--- src/hdl/sha1md_pkg.sv ---
// shared types and constants of the sha-1 digest engine
`default_nettype none
package sha1md_pkg;

  // word passed from the packer to the compression engine
  typedef struct packed {
    logic [31:0] word;
    logic        fin;
  } qent_t;

  // initial chaining values, index 0 is h0
  localparam logic [4:0][31:0] H_INIT = {
    32'hC3D2E1F0, 32'h10325476, 32'h98BADCFE, 32'hEFCDAB89, 32'h67452301
  };

  // round constants
  localparam logic [31:0] K_0 = 32'h5A827999;
  localparam logic [31:0] K_1 = 32'h6ED9EBA1;
  localparam logic [31:0] K_2 = 32'h8F1BBCDC;
  localparam logic [31:0] K_3 = 32'hCA62C1D6;

  localparam logic [7:0] PAD_BYTE = 8'h80;
  localparam logic [3:0] LEN_WORD_POS = 4'd14;
  localparam logic [2:0] LAST_DIGEST_IDX = 3'd4;

endpackage
`default_nettype wire

--- src/hdl/sha1md_front.sv ---
// byte packer and padding sequencer
`default_nettype none
module sha1md_front
  import sha1md_pkg::*;
(
  input  wire logic        clk_i,
  input  wire logic        rst_ni,
  input  wire logic        push_i,
  output logic             full_o,
  input  wire logic [31:0] data_word_i,
  input  wire logic [2:0]  valid_bytes_i,
  input  wire logic        last_word_i,
  input  wire logic        q_full_i,
  output logic             q_push_o,
  output qent_t            q_entry_o
);

  typedef enum logic [2:0] {F_IDLE, F_PAD, F_ZERO, F_LHI, F_LLO} fstate_e;

  fstate_e     state_q, state_d;
  logic [23:0] acc_q, acc_d;
  logic [1:0]  acc_cnt_q, acc_cnt_d;
  logic [3:0]  wpos_q, wpos_d;
  logic [60:0] bytes_q, bytes_d;

  logic [2:0]  cnt;
  logic [31:0] mask;
  logic [55:0] comb;
  logic [2:0]  sum;
  logic        accept;
  logic [63:0] bit_len;

  // clamp the byte count and keep only the valid bytes
  always_comb begin
    cnt = (valid_bytes_i > 3'd4) ? 3'd4 : valid_bytes_i;
    case (cnt)
      3'd0:    mask = 32'h0000_0000;
      3'd1:    mask = 32'hFF00_0000;
      3'd2:    mask = 32'hFFFF_0000;
      3'd3:    mask = 32'hFFFF_FF00;
      default: mask = 32'hFFFF_FFFF;
    endcase
    comb = {acc_q, 32'h0} | ({data_word_i & mask, 24'h0} >> {acc_cnt_q, 3'b000});
    sum  = {1'b0, acc_cnt_q} + cnt;
  end

  assign full_o  = (state_q != F_IDLE) || q_full_i;
  assign accept  = push_i && !full_o;
  assign bit_len = {bytes_q, 3'b000};

  // sequencer: pack data, then pad byte, zero words and length
  always_comb begin
    state_d   = state_q;
    acc_d     = acc_q;
    acc_cnt_d = acc_cnt_q;
    bytes_d   = bytes_q;
    q_push_o  = 1'b0;
    q_entry_o = '{word: 32'h0, fin: 1'b0};
    case (state_q)
      F_IDLE: begin
        if (accept) begin
          bytes_d = bytes_q + {58'h0, cnt};
          if (sum >= 3'd4) begin
            q_push_o       = 1'b1;
            q_entry_o.word = comb[55:24];
            acc_d          = comb[23:0];
            acc_cnt_d      = 2'(sum - 3'd4);
          end else begin
            acc_d     = comb[55:32];
            acc_cnt_d = sum[1:0];
          end
          if (last_word_i) state_d = F_PAD;
        end
      end
      F_PAD: begin
        if (!q_full_i) begin
          q_push_o       = 1'b1;
          q_entry_o.word = {acc_q, 8'h00} | ({PAD_BYTE, 24'h0} >> {acc_cnt_q, 3'b000});
          acc_d          = 24'h0;
          acc_cnt_d      = 2'd0;
          state_d        = F_ZERO;
        end
      end
      F_ZERO: begin
        if (wpos_q == LEN_WORD_POS) begin
          state_d = F_LHI;
        end else if (!q_full_i) begin
          q_push_o = 1'b1;
        end
      end
      F_LHI: begin
        if (!q_full_i) begin
          q_push_o       = 1'b1;
          q_entry_o.word = bit_len[63:32];
          state_d        = F_LLO;
        end
      end
      F_LLO: begin
        if (!q_full_i) begin
          q_push_o       = 1'b1;
          q_entry_o.word = bit_len[31:0];
          q_entry_o.fin  = 1'b1;
          bytes_d        = 61'h0;
          state_d        = F_IDLE;
        end
      end
      default: state_d = F_IDLE;
    endcase
    wpos_d = q_push_o ? wpos_q + 4'd1 : wpos_q;
  end

  // state registers
  always_ff @(posedge clk_i or negedge rst_ni) begin
    if (!rst_ni) begin
      state_q   <= F_IDLE;
      acc_q     <= 24'h0;
      acc_cnt_q <= 2'd0;
      wpos_q    <= 4'd0;
      bytes_q   <= 61'h0;
    end else begin
      state_q   <= state_d;
      acc_q     <= acc_d;
      acc_cnt_q <= acc_cnt_d;
      wpos_q    <= wpos_d;
      bytes_q   <= bytes_d;
    end
  end

endmodule
`default_nettype wire

--- src/hdl/sha1md_queue.sv ---
// short word queue between packer and compression engine
`default_nettype none
module sha1md_queue
  import sha1md_pkg::*;
#(
  parameter int DEPTH = 4
) (
  input  wire logic  clk_i,
  input  wire logic  rst_ni,
  input  wire logic  push_i,
  input  wire qent_t entry_i,
  output logic       full_o,
  input  wire logic  pop_i,
  output qent_t      entry_o,
  output logic       empty_o
);

  localparam int PW = (DEPTH > 1) ? $clog2(DEPTH) : 1;
  localparam int CW = $clog2(DEPTH + 1);
  localparam logic [PW-1:0] LAST_PTR = PW'(DEPTH - 1);
  localparam logic [CW-1:0] FULL_CNT = CW'(DEPTH);

  qent_t         mem_q [DEPTH];
  logic [PW-1:0] wr_q, rd_q;
  logic [CW-1:0] cnt_q;
  logic          do_push, do_pop;

  assign full_o  = (cnt_q == FULL_CNT);
  assign empty_o = (cnt_q == '0);
  assign do_push = push_i && !full_o;
  assign do_pop  = pop_i && !empty_o;
  assign entry_o = mem_q[rd_q];

  // storage
  always_ff @(posedge clk_i) begin
    if (do_push) mem_q[wr_q] <= entry_i;
  end

  // pointers and fill count
  always_ff @(posedge clk_i or negedge rst_ni) begin
    if (!rst_ni) begin
      wr_q  <= '0;
      rd_q  <= '0;
      cnt_q <= '0;
    end else begin
      if (do_push) wr_q <= (wr_q == LAST_PTR) ? '0 : wr_q + PW'(1);
      if (do_pop)  rd_q <= (rd_q == LAST_PTR) ? '0 : rd_q + PW'(1);
      if (do_push && !do_pop)      cnt_q <= cnt_q + CW'(1);
      else if (do_pop && !do_push) cnt_q <= cnt_q - CW'(1);
    end
  end

endmodule
`default_nettype wire

--- src/hdl/sha1md_back.sv ---
// 80-round compression engine and digest output
`default_nettype none
module sha1md_back
  import sha1md_pkg::*;
(
  input  wire logic        clk_i,
  input  wire logic        rst_ni,
  input  wire qent_t       q_entry_i,
  input  wire logic        q_empty_i,
  output logic             q_pop_o,
  output logic             empty_o,
  input  wire logic        pop_i,
  output logic [31:0]      digest_word_o,
  output logic [2:0]       word_index_o,
  output logic             last_result_o
);

  typedef enum logic [1:0] {B_LOAD, B_ROUND, B_ADD, B_OUT} bstate_e;

  bstate_e     state_q;
  logic [31:0] w_q [16];
  logic [31:0] h_q [5];
  logic [31:0] a_q, b_q, c_q, d_q, e_q;
  logic [3:0]  ld_cnt_q;
  logic [6:0]  rnd_q;
  logic        fin_q;
  logic [2:0]  idx_q;

  logic [31:0] f, k, t, w_next, x;

  // round function, constant and schedule word
  always_comb begin
    if (rnd_q inside {[7'd0:7'd19]}) begin
      f = (b_q & c_q) | (~b_q & d_q);
      k = K_0;
    end else if (rnd_q inside {[7'd20:7'd39]}) begin
      f = b_q ^ c_q ^ d_q;
      k = K_1;
    end else if (rnd_q inside {[7'd40:7'd59]}) begin
      f = (b_q & c_q) | (b_q & d_q) | (c_q & d_q);
      k = K_2;
    end else begin
      f = b_q ^ c_q ^ d_q;
      k = K_3;
    end
    t      = {a_q[26:0], a_q[31:27]} + f + e_q + k + w_q[0];
    x      = w_q[13] ^ w_q[8] ^ w_q[2] ^ w_q[0];
    w_next = {x[30:0], x[31]};
  end

  assign q_pop_o       = (state_q == B_LOAD) && !q_empty_i;
  assign empty_o       = (state_q != B_OUT);
  assign digest_word_o = h_q[idx_q];
  assign word_index_o  = idx_q;
  assign last_result_o = (idx_q == LAST_DIGEST_IDX);

  // message schedule window
  always_ff @(posedge clk_i) begin
    if (q_pop_o || state_q == B_ROUND) begin
      for (int i = 0; i < 15; i++) w_q[i] <= w_q[i+1];
      w_q[15] <= q_pop_o ? q_entry_i.word : w_next;
    end
  end

  // sequencer, working variables and chaining values
  always_ff @(posedge clk_i or negedge rst_ni) begin
    if (!rst_ni) begin
      state_q  <= B_LOAD;
      ld_cnt_q <= 4'd0;
      rnd_q    <= 7'd0;
      fin_q    <= 1'b0;
      idx_q    <= 3'd0;
      a_q      <= 32'h0;
      b_q      <= 32'h0;
      c_q      <= 32'h0;
      d_q      <= 32'h0;
      e_q      <= 32'h0;
      for (int i = 0; i < 5; i++) h_q[i] <= H_INIT[i];
    end else begin
      case (state_q)
        B_LOAD: begin
          if (q_pop_o) begin
            ld_cnt_q <= ld_cnt_q + 4'd1;
            if (ld_cnt_q == 4'd15) begin
              fin_q   <= q_entry_i.fin;
              rnd_q   <= 7'd0;
              a_q     <= h_q[0];
              b_q     <= h_q[1];
              c_q     <= h_q[2];
              d_q     <= h_q[3];
              e_q     <= h_q[4];
              state_q <= B_ROUND;
            end
          end
        end
        B_ROUND: begin
          a_q   <= t;
          b_q   <= a_q;
          c_q   <= {b_q[1:0], b_q[31:2]};
          d_q   <= c_q;
          e_q   <= d_q;
          rnd_q <= rnd_q + 7'd1;
          if (rnd_q == 7'd79) state_q <= B_ADD;
        end
        B_ADD: begin
          h_q[0]  <= h_q[0] + a_q;
          h_q[1]  <= h_q[1] + b_q;
          h_q[2]  <= h_q[2] + c_q;
          h_q[3]  <= h_q[3] + d_q;
          h_q[4]  <= h_q[4] + e_q;
          idx_q   <= 3'd0;
          state_q <= fin_q ? B_OUT : B_LOAD;
        end
        B_OUT: begin
          if (pop_i) begin
            if (idx_q == LAST_DIGEST_IDX) begin
              for (int i = 0; i < 5; i++) h_q[i] <= H_INIT[i];
              idx_q   <= 3'd0;
              state_q <= B_LOAD;
            end else begin
              idx_q <= idx_q + 3'd1;
            end
          end
        end
        default: state_q <= B_LOAD;
      endcase
    end
  end

endmodule
`default_nettype wire

--- src/hdl/sha1_message_digest.sv ---
// top level of the sha-1 digest engine
//
// Input queue: drive data_word_i, valid_bytes_i and last_word_i with push; a
// transaction happens when push is high and full is low. Bytes are taken from
// the top of the word and packed densely; last_word_i ends the message.
// Result queue: while empty is low the next digest word is shown with its
// word_index_o and last_result_o; a transaction happens when pop is high and
// empty is low. Each message yields five words, h0 first.
// Throughput: the compression unit does one round per cycle; a 64-byte
// block is loaded as 16 words, then 80 rounds and one add follow before the
// next block is taken. After the last word the packer writes padding words
// (up to 18) and then stays full until it is done. The digest is shown in
// the output state that follows the final block's add. A short queue of
// QUEUE_DEPTH words decouples the packer from the compression unit.
// Stall: while the receiver holds off pop the digest waits, the compression
// unit holds and the input queue backs up until full rises.
// Reset: chaining values return to the initial constants, all counts clear.
`default_nettype none
module sha1_message_digest
  import sha1md_pkg::*;
#(
  parameter int QUEUE_DEPTH = 4
) (
  input  wire logic        clk_i,
  input  wire logic        rst_ni,
  input  wire logic        push,
  output logic             full,
  input  wire logic [31:0] data_word_i,
  input  wire logic [2:0]  valid_bytes_i,
  input  wire logic        last_word_i,
  output logic             empty,
  input  wire logic        pop,
  output logic [31:0]      digest_word_o,
  output logic [2:0]       word_index_o,
  output logic             last_result_o
);

  qent_t f_entry, b_entry;
  logic  f_push, q_full, q_pop, q_empty;

  // packer and padding
  sha1md_front u_front (
    .clk_i, .rst_ni, .push_i(push), .full_o(full),
    .data_word_i, .valid_bytes_i, .last_word_i,
    .q_full_i(q_full), .q_push_o(f_push), .q_entry_o(f_entry)
  );

  // word queue
  sha1md_queue #(.DEPTH(QUEUE_DEPTH)) u_queue (
    .clk_i, .rst_ni, .push_i(f_push), .entry_i(f_entry), .full_o(q_full),
    .pop_i(q_pop), .entry_o(b_entry), .empty_o(q_empty)
  );

  // compression and digest output
  sha1md_back u_back (
    .clk_i, .rst_ni, .q_entry_i(b_entry), .q_empty_i(q_empty), .q_pop_o(q_pop),
    .empty_o(empty), .pop_i(pop), .digest_word_o, .word_index_o, .last_result_o
  );

endmodule
`default_nettype wire

--- config.mk ---
export PLATFORM = sky130hd
export DESIGN_NAME = sha1_message_digest
export DESIGN_NICKNAME = d
export VERILOG_FILES = /design/src/hdl/sha1md_pkg.sv /design/src/hdl/sha1md_front.sv /design/src/hdl/sha1md_queue.sv /design/src/hdl/sha1md_back.sv /design/src/hdl/sha1_message_digest.sv
export SDC_FILE = /design/constraint.sdc
export NUM_CORES = 2
export LEC_CHECK = 0
export BUFFER_PORTS_ARGS = -buffer_cell sky130_fd_sc_hd__buf_2
export CORE_ASPECT_RATIO = 1.2
export CORE_MARGIN = 3
export CORE_UTILIZATION = 45
export DETAILED_ROUTE_END_ITERATION = 8
export GPL_TIMING_DRIVEN = 0
export SLEW_MARGIN = 20
export SYNTH_ARGS = -nofsm -noshare
export SYNTH_HDL_FRONTEND = slang
export SYNTH_SLANG_ARGS = --single-unit
--- constraint.sdc ---
create_clock -name clk_i -period 22.1 [get_ports clk_i]
set_input_delay 0 -clock clk_i [delete_from_list [all_inputs] [get_ports clk_i]]
set_output_delay 0 -clock clk_i [all_outputs]
set_load 0.01 [all_outputs]
==> reports/qor.yml <==
syn_avg_cell_area_um2: 11.4
insertion_delay_ns: 0.72
fin_tns_setup_ns: 0
worst-path-buf-inv: 6
grt_pass1_vias: 39140
h-tree-depth: 3
cts-root-buf: "clkbuf_16"
synth_cells: 4876
drtAntennaViolNets: 0
drt-initial-drc-count: 3306
startpoint_type: "flip-flop"
die_x_um: 326
worst_slack_ns: 13.27
synth_area_leader_cell: "edfxtp_1"
cts_sinks: 1082
hold_violations: 0
timing.fmax_mhz: 113
hp-class: "primary input to flip-flop"
drive_gt1_share_pct: 8.77
synth_edf_count: 644
clk_pin_slew_ns: 0.06
die_h_um: 391
postCtsHoldBufs: 62
fin_skew_ns: 0.0338
synth_seq_cells: 1082
startpoint: "u_back.rnd_q[0]"
yosysWarningCount: 0
ys_seq_area_share_pct: 54.8
setup_viol: 0
final_common_cell: "edfxtp_1"
grt_max_degree: 82
max_cap_viol_count: 0
wl_per_cell_um: 24.1
cp.arrival_ns: 9.39
dp_hpwl_mm: 127
routed_via_density: 5.65
start_util_pct: 45.5
outcome: "finished, final reports clean"
worstMarginPinSlew_ns: 1.24
finalCritPeriodShare_pct: 40.0
drt-total-wl_mm: 166
fill_cells: 10897
async_flop_share_pct: 40.5
cts_made_buffers: 109
max_slew_margin_pct: 17.3
postSynthNetCount: 5281
final_nets: 5555
rr_startpoint: "u_back.rnd_q[0]"
die_area_mm2: 0.127
cp.required_ns: 22.66
post_dp_cell_area_mm2: 0.0584
io_buffers: 77
seq_area_mm2: 0.0304
dp.cells: 6610
rsz0062_at_grt: "no"
core_area_mm2: 0.122
worstSetupPathType: "flip-flop to flip-flop"
drv_slew: 0
grt_pass1_wl_mm: 249
synthToLayoutAreaGrowth_pct: 13.3
drt_drc_violations_left: 0
yosys-top-cells-area: "edfxtp_1 (35%), dfrtp_1 (16%), ha_1 (5.4%)"
postCtsResizedCells: 0
grtUsageTotal_pct: 26.1
place_congestion: 0.970
gr-total-overflow: 0
ys_types: 86
layout_common_cells: "edfxtp_1 (644), nand2_1 (611), nor2_1 (456)"
fin_area_mm2: 0.0628
pre_cts_ws_ns: 13.41
multi_input_area_mm2: 0.0233
cts_setup_buffers: 0
ys.flop_type: "edfxtp_1"
first_pass_iters: 5
fp-row-count: 140
netlist_area_mm2: 0.0554
crit_fanout: 10
io_pins: 78
synth_top_area_share_pct: 34.9
fin_crit_ns: 8.83
dr_total_vias: 38891
cp_top_family: "compound AO/OA/AOI/OAI gates"
slowest_delay_ns: 0.72
cts_tree: "done"
antenna_found_initial: 0
cp_slowest_cell: "clkbuf_1"
endpoint_kind: "flip-flop"
clk_path_buf_depth: 3
n_antenna_cell: 0
final_cell_count_no_fill: 6880
min_from: "data_word_i[18]"
## metrics by stage
step / hold slack [ns] / utilization (%)
finish: 0.135 / 51.5
global placement: 0.373 / 47.5
global route: 0.136 / 51.5
detailed placement: -0.0524 / 47.9
CTS: 0.0630 / 51.5
floorplan: -0.296 / -
## sequential cells by signal, indices dropped and copies added (netlist names)
register             count
u_back.w_q             512
u_back.h_q             160
u_queue.mem_q          132
u_front.bytes_q         61
u_back.a_q              32
u_back.b_q              32
u_back.c_q              32
u_back.d_q              32
u_back.e_q              32
u_front.acc_q           24
u_back.rnd_q             7
u_back.ld_cnt_q          4
u_front.wpos_q           4
u_back.word_index_o      3
u_front.state_q          3
u_queue.cnt_q            3
u_back.state_q           2
u_front.acc_cnt_q        2
u_queue.rd_q             2
u_queue.wr_q             2
u_back.fin_q             1
## final timing paths
| kind | end | slack, ns | cells past startpoint |
|---|---|---|---|
| max | u_back.a_q[30] | 13.27 | 25 |
| min | u_queue.mem_q[2][3] | 0.13 | 4 |
| max reg2reg | u_back.a_q[30] | 13.27 | 25 |
| min reg2reg | u_back.w_q[1][13] | 0.41 | 0 |
| max in group asynchronous | u_front.bytes_q[25] | 20.18 | 7 |
| min in group asynchronous | u_back.h_q[6] | 0.51 | 3 |
## worst reg2reg max path: cells and delay by family, from the launching register on
kind | cells | cell delay (ns)
adder cells (fa/ha/maj) | 5 | 2.00
flip-flops | 1 | 0.43
XOR/XNOR | 1 | 0.18
AND/OR/NAND/NOR | 4 | 1.55
AO/OA/AOI/OAI | 9 | 3.13
buffers and inverters | 6 | 1.39
## per-layer routing
metal	wire length [µm]	share of wire (%)	GRT usage, %
met4	11700	7.1	16.3
met2	81700	49	44.6
met5	0	0	0
met3	8210	5.0	3.31
met1	64200	39	31.5
## cells by family (layout without fill, tap and decap cells)
family                     after synthesis  count (layout)  share of synthesized area [%]
muxes                                   75              75                           2.83
xor gates and xnor gates               322             322                           5.09
and+or+nand+nor                       1406            1406                           10.9
buffers and inverters                  463             834                           3.14
DFF                                   1082            1082                           54.8
AOI/OAI and AO/OA                     1163            1163                           13.3
adders and majority gates              365             365                           9.96
## synthesized netlist by cell type (110+ instances only)
| cell | instances |
|---|---|
| edfxtp_1 | 644 |
| nand2_1 | 612 |
| nor2_1 | 456 |
| dfrtp_1 | 358 |
| a21oi_1 | 290 |
| inv_1 | 247 |
| ha_1 | 238 |
| o21ai_0 | 226 |
| xnor2_1 | 204 |
| clkbuf_1 | 191 |
| a31oi_1 | 154 |
| fa_1 | 127 |
| xor2_1 | 118 |
| a21o_1 | 110 |
## area by class of cell
cell class              count  area share [%]
inverters                 250            1.49
flip-flops and latches   1082            48.4
plain buffers             213            1.29
clock inverters            51            1.09
clock buffers             157            4.90
well taps                1633            3.25
repair buffers            163            2.44
multi-input cells        3331            37.2
Power is not shown: default switching activity piles up to over one toggle a cycle in this logic, so the estimate is an artifact.
